$ cat config.mk
export PLATFORM = sky130hd
export DESIGN_NAME = http_request_header_parser_unit
export DESIGN_NICKNAME = d
export VERILOG_FILES = /design/src/hw/rtl/hrp_pkg.sv /design/src/hw/rtl/http_request_header_parser_unit.sv /design/src/hw/rtl/hrp_core.sv
export SDC_FILE = /design/constraint.sdc
export NUM_CORES = 1
export LEC_CHECK = 0
export BUFFER_PORTS_ARGS = -buffer_cell sky130_fd_sc_hd__buf_4
export CORE_ASPECT_RATIO = 2
export CORE_UTILIZATION = 42
export CTS_CLUSTER_SIZE = 14
export DETAILED_ROUTE_END_ITERATION = 8
export HOLD_SLACK_MARGIN = 0.06
export PLACE_DENSITY = 0.62
export SYNTH_ARGS = -nofsm -noshare
export SYNTH_HDL_FRONTEND = slang
export SYNTH_SLANG_ARGS = --single-unit
$ cat constraint.sdc
create_clock -name clk -period 3.5 [get_ports clk]
set_input_delay 0.7 -clock clk [delete_from_list [all_inputs] [get_ports clk]]
set_output_delay 0.7 -clock clk [all_outputs]
set_load 0.02 [all_outputs]
$ cat src/hw/rtl/hrp_pkg.sv
// Shared types, codes and constants for the HTTP request header parser.
`default_nettype none

package hrp_pkg;

  localparam int FIELD_BUFFER_BYTES_DFLT = 512;
  localparam int ARG_SLOTS_DFLT = 16;

  localparam int LEN_LIMIT_W = 9;
  localparam int ARG_LIMIT_W = 5;
  localparam int CFG_DATA_W = 9;
  localparam int CFG_INDEX_W = 4;
  localparam int SLOT_W = 5;

  localparam logic [CFG_INDEX_W-1:0] REG_FIELD_LEN_LIMIT = 4'd0;
  localparam logic [CFG_INDEX_W-1:0] REG_ARG_LIMIT = 4'd1;

  localparam logic [LEN_LIMIT_W-1:0] FIELD_LEN_LIMIT_RST = 9'd511;
  localparam logic [ARG_LIMIT_W-1:0] ARG_LIMIT_RST = 5'd16;

  typedef enum logic [3:0] {
    PH_METHOD    = 4'd0,
    PH_PATH      = 4'd1,
    PH_VERSION   = 4'd2,
    PH_ARG_NAME  = 4'd3,
    PH_ARG_VALUE = 4'd4,
    PH_LINE_LF   = 4'd5,
    PH_HDR_NAME  = 4'd6,
    PH_HDR_VALUE = 4'd7,
    PH_HDR_LF    = 4'd8,
    PH_END_LF    = 4'd9
  } phase_t;

  localparam logic [2:0] CL_DELIM     = 3'd0;
  localparam logic [2:0] CL_METHOD    = 3'd1;
  localparam logic [2:0] CL_PATH      = 3'd2;
  localparam logic [2:0] CL_ARG_NAME  = 3'd3;
  localparam logic [2:0] CL_ARG_VALUE = 3'd4;
  localparam logic [2:0] CL_VERSION   = 3'd5;
  localparam logic [2:0] CL_HDR_NAME  = 3'd6;
  localparam logic [2:0] CL_HDR_VALUE = 3'd7;

  localparam logic [1:0] ST_PARSING = 2'd0;
  localparam logic [1:0] ST_DONE    = 2'd1;
  localparam logic [1:0] ST_BAD     = 2'd2;
  localparam logic [1:0] ST_EOS     = 2'd3;

  localparam logic [2:0] ERR_NONE      = 3'd0;
  localparam logic [2:0] ERR_LINE_CRLF = 3'd1;
  localparam logic [2:0] ERR_TOO_LONG  = 3'd2;
  localparam logic [2:0] ERR_TOO_MANY  = 3'd3;
  localparam logic [2:0] ERR_VERSION   = 3'd4;
  localparam logic [2:0] ERR_NO_LF     = 3'd5;

  localparam logic [7:0] CH_CR    = 8'h0d;
  localparam logic [7:0] CH_LF    = 8'h0a;
  localparam logic [7:0] CH_SPACE = 8'h20;
  localparam logic [7:0] CH_QUEST = 8'h3f;
  localparam logic [7:0] CH_EQUAL = 8'h3d;
  localparam logic [7:0] CH_AMP   = 8'h26;
  localparam logic [7:0] CH_COLON = 8'h3a;
  localparam logic [7:0] CH_G     = 8'h47;
  localparam logic [7:0] CH_E     = 8'h45;
  localparam logic [7:0] CH_T     = 8'h54;
  localparam logic [7:0] CH_H     = 8'h48;
  localparam logic [7:0] CH_P     = 8'h50;
  localparam logic [7:0] CH_SLASH = 8'h2f;
  localparam logic [7:0] CH_ONE   = 8'h31;
  localparam logic [7:0] CH_DOT   = 8'h2e;
  localparam logic [7:0] CH_ZERO  = 8'h30;

  typedef struct packed {
    logic [2:0]        byte_class;
    logic [7:0]        byte_out;
    logic [2:0]        closes_field;
    logic [SLOT_W-1:0] arg_slot;
    logic              method_get;
    logic [1:0]        parse_status;
    logic [2:0]        error_cause;
  } result_t;

  function automatic logic is_version_char(input logic [7:0] c);
    return (c == CH_H) || (c == CH_T) || (c == CH_P) || (c == CH_SLASH) ||
           (c == CH_ONE) || (c == CH_DOT) || (c == CH_ZERO);
  endfunction

endpackage

`default_nettype wire

$ cat src/hw/rtl/http_request_header_parser_unit.sv
// Top level of the HTTP request header parser: input and result registers, configuration.
//
// Usage: request bytes enter on the input channel (in_valid/in_ready), one byte per
// transfer, with end_of_stream marking a closed connection. Every input transfer gives
// exactly one result transfer on the output channel (out_valid/out_ready) carrying the
// byte's class, the field it closes, the argument slot, the GET flag and the status.
// The byte sits in the input register while the classification logic runs, and the
// result register is written from it when the result register is empty or being taken.
// Throughput is one byte per cycle while the receiver takes every result; the parser
// state update between the two registers is the only loop. When the receiver stalls,
// the result register holds its transfer and the input register keeps one more byte;
// in_ready drops once both are full and returns in the cycle the result is taken.
// Reset empties both registers, puts the parser at the start of a request and sets
// field_len_limit to 511 and arg_limit to 16. Configuration writes take effect at once;
// the user must make them only while no byte is in flight; the block itself does not
// enforce this. After a completed request, a bad request or end of stream the parser
// starts over with the next byte.
`default_nettype none

module http_request_header_parser_unit #(
  parameter int FIELD_BUFFER_BYTES = hrp_pkg::FIELD_BUFFER_BYTES_DFLT,
  parameter int ARG_SLOTS = hrp_pkg::ARG_SLOTS_DFLT
) (
  input  wire logic                             clk,
  input  wire logic                             rst,
  input  wire logic                             cfg_write_en,
  input  wire logic [hrp_pkg::CFG_INDEX_W-1:0]  cfg_index,
  input  wire logic [hrp_pkg::CFG_DATA_W-1:0]   cfg_data,
  input  wire logic                             in_valid,
  output logic                                  in_ready,
  input  wire logic [7:0]                       data_byte,
  input  wire logic                             end_of_stream,
  output logic                                  out_valid,
  input  wire logic                             out_ready,
  output logic [2:0]                            byte_class,
  output logic [7:0]                            byte_out,
  output logic [2:0]                            closes_field,
  output logic [hrp_pkg::SLOT_W-1:0]            arg_slot,
  output logic                                  method_get,
  output logic [1:0]                            parse_status,
  output logic [2:0]                            error_cause
);
  import hrp_pkg::*;

  logic [LEN_LIMIT_W-1:0] field_len_limit;
  logic [ARG_LIMIT_W-1:0] arg_limit;
  logic                   in_full;
  logic [7:0]             in_byte;
  logic                   in_eos;
  logic                   fire;
  result_t                result_next;
  result_t                result;

  assign fire = in_full && (!out_valid || out_ready);
  assign in_ready = !in_full || fire;

  always_ff @(posedge clk) begin
    if (rst) begin
      field_len_limit <= FIELD_LEN_LIMIT_RST;
      arg_limit <= ARG_LIMIT_RST;
    end else if (cfg_write_en) begin
      if (cfg_index == REG_FIELD_LEN_LIMIT) begin
        field_len_limit <= cfg_data[LEN_LIMIT_W-1:0];
      end else if (cfg_index == REG_ARG_LIMIT) begin
        arg_limit <= cfg_data[ARG_LIMIT_W-1:0];
      end
    end
  end

  always_ff @(posedge clk) begin
    if (rst) begin
      in_full <= 1'b0;
    end else if (in_ready) begin
      in_full <= in_valid;
    end
  end

  always_ff @(posedge clk) begin
    if (in_valid && in_ready) begin
      in_byte <= data_byte;
      in_eos <= end_of_stream;
    end
  end

  hrp_core #(
    .FIELD_BUFFER_BYTES(FIELD_BUFFER_BYTES),
    .ARG_SLOTS(ARG_SLOTS)
  ) u_core (
    .clk(clk),
    .rst(rst),
    .fire(fire),
    .data_byte(in_byte),
    .end_of_stream(in_eos),
    .field_len_limit(field_len_limit),
    .arg_limit(arg_limit),
    .result(result_next)
  );

  always_ff @(posedge clk) begin
    if (rst) begin
      out_valid <= 1'b0;
    end else if (fire) begin
      out_valid <= 1'b1;
    end else if (out_ready) begin
      out_valid <= 1'b0;
    end
  end

  always_ff @(posedge clk) begin
    if (fire) begin
      result <= result_next;
    end
  end

  assign byte_class = result.byte_class;
  assign byte_out = result.byte_out;
  assign closes_field = result.closes_field;
  assign arg_slot = result.arg_slot;
  assign method_get = result.method_get;
  assign parse_status = result.parse_status;
  assign error_cause = result.error_cause;

endmodule

`default_nettype wire

$ cat src/hw/rtl/hrp_core.sv
// Parser state registers and the per-byte classification and state update.
`default_nettype none

module hrp_core #(
  parameter int FIELD_BUFFER_BYTES = hrp_pkg::FIELD_BUFFER_BYTES_DFLT,
  parameter int ARG_SLOTS = hrp_pkg::ARG_SLOTS_DFLT
) (
  input  wire logic                             clk,
  input  wire logic                             rst,
  input  wire logic                             fire,
  input  wire logic [7:0]                       data_byte,
  input  wire logic                             end_of_stream,
  input  wire logic [hrp_pkg::LEN_LIMIT_W-1:0]  field_len_limit,
  input  wire logic [hrp_pkg::ARG_LIMIT_W-1:0]  arg_limit,
  output hrp_pkg::result_t                      result
);
  import hrp_pkg::*;

  localparam int LEN_CAP = (FIELD_BUFFER_BYTES - 1 < 511) ? FIELD_BUFFER_BYTES - 1 : 511;
  localparam int LEN_W = $clog2(LEN_CAP + 1);
  localparam int ARG_REG_MAX = (1 << ARG_LIMIT_W) - 1;
  localparam int ARG_CAP = (ARG_SLOTS < ARG_REG_MAX) ? ARG_SLOTS : ARG_REG_MAX;
  localparam int CNT_W = $clog2(ARG_CAP + 1);

  phase_t           phase, phase_next;
  logic [LEN_W-1:0] field_length, field_length_next;
  logic [CNT_W-1:0] arg_count, arg_count_next;
  logic             get_match, get_match_next;
  logic             method_is_get, method_is_get_next;

  logic [2:0] cls, closes, field_cls, cause;
  logic [1:0] status;
  logic       is_crlf, len_ok, args_full, get_ok;

  always_ff @(posedge clk) begin
    if (rst) begin
      phase <= PH_METHOD;
      field_length <= '0;
      arg_count <= '0;
      get_match <= 1'b1;
      method_is_get <= 1'b0;
    end else if (fire) begin
      phase <= phase_next;
      field_length <= field_length_next;
      arg_count <= arg_count_next;
      get_match <= get_match_next;
      method_is_get <= method_is_get_next;
    end
  end

  assign is_crlf = (data_byte == CH_CR) || (data_byte == CH_LF);
  assign len_ok = (LEN_LIMIT_W'(field_length) < field_len_limit) &&
                  (field_length < LEN_W'(LEN_CAP));
  assign args_full = (ARG_LIMIT_W'(arg_count) >= arg_limit) ||
                     (arg_count >= CNT_W'(ARG_CAP));
  assign get_ok = ((field_length == LEN_W'(0)) && (data_byte == CH_G)) ||
                  ((field_length == LEN_W'(1)) && (data_byte == CH_E)) ||
                  ((field_length == LEN_W'(2)) && (data_byte == CH_T));

  always_comb begin
    phase_next = phase;
    field_length_next = field_length;
    arg_count_next = arg_count;
    get_match_next = get_match;
    method_is_get_next = method_is_get;
    cls = CL_DELIM;
    closes = CL_DELIM;
    field_cls = CL_DELIM;
    status = ST_PARSING;
    cause = ERR_NONE;

    if (end_of_stream) begin
      status = ST_EOS;
    end else begin
      case (phase)
        PH_PATH: begin
          if ((data_byte == CH_SPACE) || (data_byte == CH_QUEST)) begin
            closes = CL_PATH;
            field_length_next = '0;
            phase_next = (data_byte == CH_SPACE) ? PH_VERSION : PH_ARG_NAME;
          end else if (is_crlf) begin
            cause = ERR_LINE_CRLF;
          end else begin
            field_cls = CL_PATH;
          end
        end
        PH_ARG_NAME: begin
          if ((data_byte == CH_SPACE) || (data_byte == CH_EQUAL) ||
              (data_byte == CH_AMP)) begin
            if (args_full) begin
              cause = ERR_TOO_MANY;
            end else begin
              closes = CL_ARG_NAME;
              field_length_next = '0;
              if (data_byte != CH_EQUAL) begin
                arg_count_next = arg_count + CNT_W'(1);
              end
              if (data_byte == CH_SPACE) begin
                phase_next = PH_VERSION;
              end else if (data_byte == CH_EQUAL) begin
                phase_next = PH_ARG_VALUE;
              end else begin
                phase_next = PH_ARG_NAME;
              end
            end
          end else if (is_crlf) begin
            cause = ERR_LINE_CRLF;
          end else begin
            field_cls = CL_ARG_NAME;
          end
        end
        PH_ARG_VALUE: begin
          if ((data_byte == CH_SPACE) || (data_byte == CH_AMP)) begin
            closes = CL_ARG_VALUE;
            field_length_next = '0;
            arg_count_next = arg_count + CNT_W'(1);
            phase_next = (data_byte == CH_SPACE) ? PH_VERSION : PH_ARG_NAME;
          end else if (is_crlf) begin
            cause = ERR_LINE_CRLF;
          end else begin
            field_cls = CL_ARG_VALUE;
          end
        end
        PH_VERSION: begin
          if (is_crlf) begin
            closes = CL_VERSION;
            field_length_next = '0;
            phase_next = (data_byte == CH_LF) ? PH_HDR_NAME : PH_LINE_LF;
          end else if (is_version_char(data_byte)) begin
            cls = CL_VERSION;
          end else begin
            cause = ERR_VERSION;
          end
        end
        PH_LINE_LF, PH_HDR_LF: begin
          if (data_byte == CH_LF) begin
            field_length_next = '0;
            phase_next = PH_HDR_NAME;
          end else begin
            cause = ERR_NO_LF;
          end
        end
        PH_END_LF: begin
          if (data_byte == CH_LF) begin
            status = ST_DONE;
          end else begin
            cause = ERR_NO_LF;
          end
        end
        PH_HDR_NAME: begin
          if ((data_byte == CH_LF) && (field_length == '0)) begin
            status = ST_DONE;
          end else if ((data_byte == CH_CR) && (field_length == '0)) begin
            phase_next = PH_END_LF;
          end else if (data_byte == CH_COLON) begin
            closes = CL_HDR_NAME;
            field_length_next = '0;
            phase_next = PH_HDR_VALUE;
          end else begin
            field_cls = CL_HDR_NAME;
          end
        end
        PH_HDR_VALUE: begin
          if (is_crlf) begin
            closes = CL_HDR_VALUE;
            field_length_next = '0;
            phase_next = (data_byte == CH_CR) ? PH_HDR_LF : PH_HDR_NAME;
          end else begin
            field_cls = CL_HDR_VALUE;
          end
        end
        default: begin
          phase_next = PH_METHOD;
          if (data_byte == CH_SPACE) begin
            closes = CL_METHOD;
            method_is_get_next = get_match && (field_length == LEN_W'(3));
            field_length_next = '0;
            phase_next = PH_PATH;
          end else if (is_crlf) begin
            cause = ERR_LINE_CRLF;
          end else begin
            field_cls = CL_METHOD;
          end
        end
      endcase

      if (field_cls != CL_DELIM) begin
        if (len_ok) begin
          if ((field_cls == CL_METHOD) && !get_ok) begin
            get_match_next = 1'b0;
          end
          field_length_next = field_length + LEN_W'(1);
          cls = field_cls;
        end else begin
          cause = ERR_TOO_LONG;
        end
      end
      if (cause != ERR_NONE) begin
        status = ST_BAD;
        cls = CL_DELIM;
        closes = CL_DELIM;
      end
    end

    result.byte_class = cls;
    result.byte_out = end_of_stream ? 8'd0 : data_byte;
    result.closes_field = closes;
    result.arg_slot = SLOT_W'(arg_count);
    result.method_get = method_is_get_next;
    result.parse_status = status;
    result.error_cause = cause;

    if (status != ST_PARSING) begin
      phase_next = PH_METHOD;
      field_length_next = '0;
      arg_count_next = '0;
      get_match_next = 1'b1;
      method_is_get_next = 1'b0;
    end
  end

endmodule

`default_nettype wire

==> metrics.md <==
| Metric | Value |
|---|---|
| Synth cell count leaders | 36 x dfxtp_1, 36 x nor2_1, 34 x edfxtp_1, 29 x nand2_1 |
| Rel. slew slack | about half |
| Worst path top cell family by delay | simple AND/OR/NAND/NOR gates |
| Rows | 50 |
| Setup bufs post-CTS | 0 |
| Initial antenna violation count | 0 |
| Num CTS Buffers | 9 |
| IO Pins | 54 |
| H-tree levels | 3 |
| Clock root buffer | clkbuf_16 |
| Post-Syn Instances | 423 |
| Worst-Margin Slew | 0.749 ns |
| Clk sinks | 70 |
| Hold Path Class | reg -> reg |
| Mapped Nets | about 470 |
| Placer's final routability congestion estimate | 0.899 |
| Share of the synthesized area in the top cell type | 25.1% |
| Final HPWL DP | 8.12 mm |
| Clock Latency Late Sink | 0.33 ns |
| Reg2reg end | u_core.phase[1] |
| Detail Route Antenna Nets | 0 |
| Port bufs | 53 |
| WHS Endpoint | u_core.get_match |
| Worst r2r path cells | 8 |
| Die ar. | roughly 10,000 um2 |
| CP cell instances | or4b_4 > nor4_4 > o21ai_1 > o21bai_2 > a21boi_2 > o31a_1 > nor3b_1 > a22o_1 |
| CP required | 3.78 ns |
| Hold_sp | u_core.get_match |
| Total grt overflow | 0 |
| Post-Place Worst Slack | 0.350 ns |
| Sequential fraction of the synthesis area | between 40% and 50% |
| CTS resizes | 0 |
| Max-capacitance violation count | 0 |
| Total number of vias | 3,395 |
| FF-to-FF Start | in_byte[4] |
| Metal2 WL | 5.96 mm |
| Vias in the first global route | 3,313 |
| CP Buf/Inv Count | 0 |
| Top FF cell, synth | dfxtp_1 |
| Pin count of the biggest net entering global routing | 23 |
| Final Critical Period | 3.16 ns |
| Die Width | between 70 and 80 um |
| DRT Pass-1 Iters | 5 |
| Area grow syn2layout | 22.2% |
| Max Used Layer | met4 |
| Routed wire length per instance | around 18 um |
| Fillers | 893 |
| GR Util All Layers | 22.4% |
| Area contributors post-synth | edfxtp_1 25%, dfxtp_1 18%, ha_1 5.5%, nor2_1 3.3%, nor2_4 2.8% |
| CTS Buffer Depth | 2 |
| Status | complete, no violations |
| Post-synth EDFFs | 34 |
| Routed wl met3 | 327 um |
| Unique masters post-synth | 75 |
| Final setup margin | 0.336 ns |
| Pwr Total | 2.08 mW |
| Hold WS | 0.455 ns |
| N_diodes | 0 |
| Final period util | ~90% |
| Drt first-iter violations | ~200 |
| Startpoint types | register |
| Lkg Pwr | 2.02 nW |
| Slowest stage cell, crit path | or4b_4 |
| Ys async rst share | 0% |
| Finish-stage setup viols | 0 |
| Clk pin slew, worst setup/hold paths | 0.05 ns |
| Hold buffer count at CTS | 0 |
| DRC errors left | 0 |
| Reg area | 1740 um2 |
| Starting density of the core | ~43% |
| Clock Skew | 0.00511 ns |
| Worst hold stages | 1 |
| Yosys top cell by area | edfxtp_1 |
| CP Max Fanout | 9 |
| Post-Route WL | 10.4 mm |
| Max incr delay on CP | a little over 0.6 ns |
| Area of the mapped netlist | between 4000 and 5000 um2 |
| Share of layout cells above drive strength 1 | 22.2% |
| Register-to-register setup slack | 0.34 ns |
| DR vias/cell | 5.75 |
| Core area | 9380 um2 |
| Area of the multi-input gates | around 2100 um2 |
| Syn avg cell area | 9.62 um2 |
| Critical path class | reg -> reg |
| TritonCTS clock tree | built |
| Die span in y | 141 um |
| Fin. Hold Viols | 0 |
| First-pass GRT wire length | roughly 17 mm |
| YS warnings | 0 |
| Slew Viols, Final | 0 |
| Max rail drop VDD | 0.262 mV |
| Cell Pwr Density | roughly 420 nW/um2 |
| RSZ-0062 raised after global routing | no |
| CP arrival | 3.44 ns |
| Metal-1 WL | 3.69 mm |
| Critical Path End Type | register |
| Final nets | between 500 and 600 |
| Setup TNS | 0 ns |
| Synthesized flop and latch total | 70 |
| Fmax | 316 MHz |
-- cell families (layout without fill, tap and decap cells) --
logic type               count (synthesis)  in the layout  synth area share, %
adder cells (fa/ha/maj)                 19             19                 5.78
flip-flops                              70             70                 42.8
buffers and inverters                   45            108                 4.58
AND/OR/NAND/NOR                        171            171                 25.1
XOR/XNOR                                 6              6                 1.29
AO/OA/AOI/OAI                          103            103                 18.2
multiplexers                             9              9                 2.31
-- cell usage in the layout (no fill, tap or decap), types with 14 or more instances in the layout --
master,instances
edfxtp_1,34
ha_1,18
nand2_1,29
nor2_1,36
nand3_1,14
a21oi_1,20
nor3_1,15
dfxtp_1,36
inv_1,20
buf_4,70
-- final cells by class --
| class | count | area share (%) |
|---|---|---|
| clock buffers | 11 | 4.68 |
| clock inverters | 5 | 1.96 |
| inverters | 21 | 1.58 |
| multi-input cells | 308 | 43.2 |
| flip-flops and latches | 70 | 35.0 |
| well taps | 104 | 2.62 |
| repair buffers | 71 | 11.0 |
-- worst max path at each step --
| stage | start | to | slack, ns | depth (start not counted) |
|---|---|---|---|---|
| floorplan | in_byte[4] | u_core.field_length[1] | 0.69 | 10 |
| global placement | in_byte[4] | u_core.get_match | 0.42 | 9 |
| detailed placement | in_byte[4] | u_core.phase[1] | 0.35 | 8 |
| CTS | in_byte[4] | u_core.phase[1] | 0.32 | 8 |
| global route | in_byte[4] | u_core.phase[1] | 0.12 | 8 |
| finish | in_byte[4] | u_core.phase[1] | 0.34 | 8 |
-- layer usage --
layer | vias to the layer above | GRT usage [%]
li1 | 1678 | -
met1 | 1603 | 22.0
met2 | 87 | 42.2
met3 | 27 | 4.07
met4 | 0 | 13.0
met5 | - | 0
-- power breakdown --
| part | switching, mW | internal (mW) | total, mW |
|---|---|---|---|
| Combinational | 0.0906 | 0.0702 | 0.161 |
| Sequential | 0.0187 | 0.887 | 0.905 |
| Clock | 0.324 | 0.691 | 1.01 |
-- registers in the layout (all words and copies together) (netlist names) --
| name | cells |
|---|---|
| arg_limit | 5 |
| arg_slot | 5 |
| byte_class | 3 |
| byte_out | 8 |
| closes_field | 3 |
| error_cause | 3 |
| field_len_limit | 9 |
| in_byte | 8 |
| in_eos | 1 |
| in_full | 1 |
| method_get | 1 |
| out_valid | 1 |
| parse_status | 2 |
| u_core.arg_count | 5 |
| u_core.field_length | 9 |
| u_core.get_match | 1 |
| u_core.method_is_get | 1 |
| u_core.phase | 4 |
-- metrics by stage --
step                instance area [um2]  std cells  util (%)
floorplan                          4070        423         -
global placement                   4640        574      49.5
detailed placement                 4640        574      49.5
CTS                                4970        590      53.0
global route                       4970        590      53.0
finish                             4970        590      53.0
No activity file was read; power rests on OpenSTA's default activity.
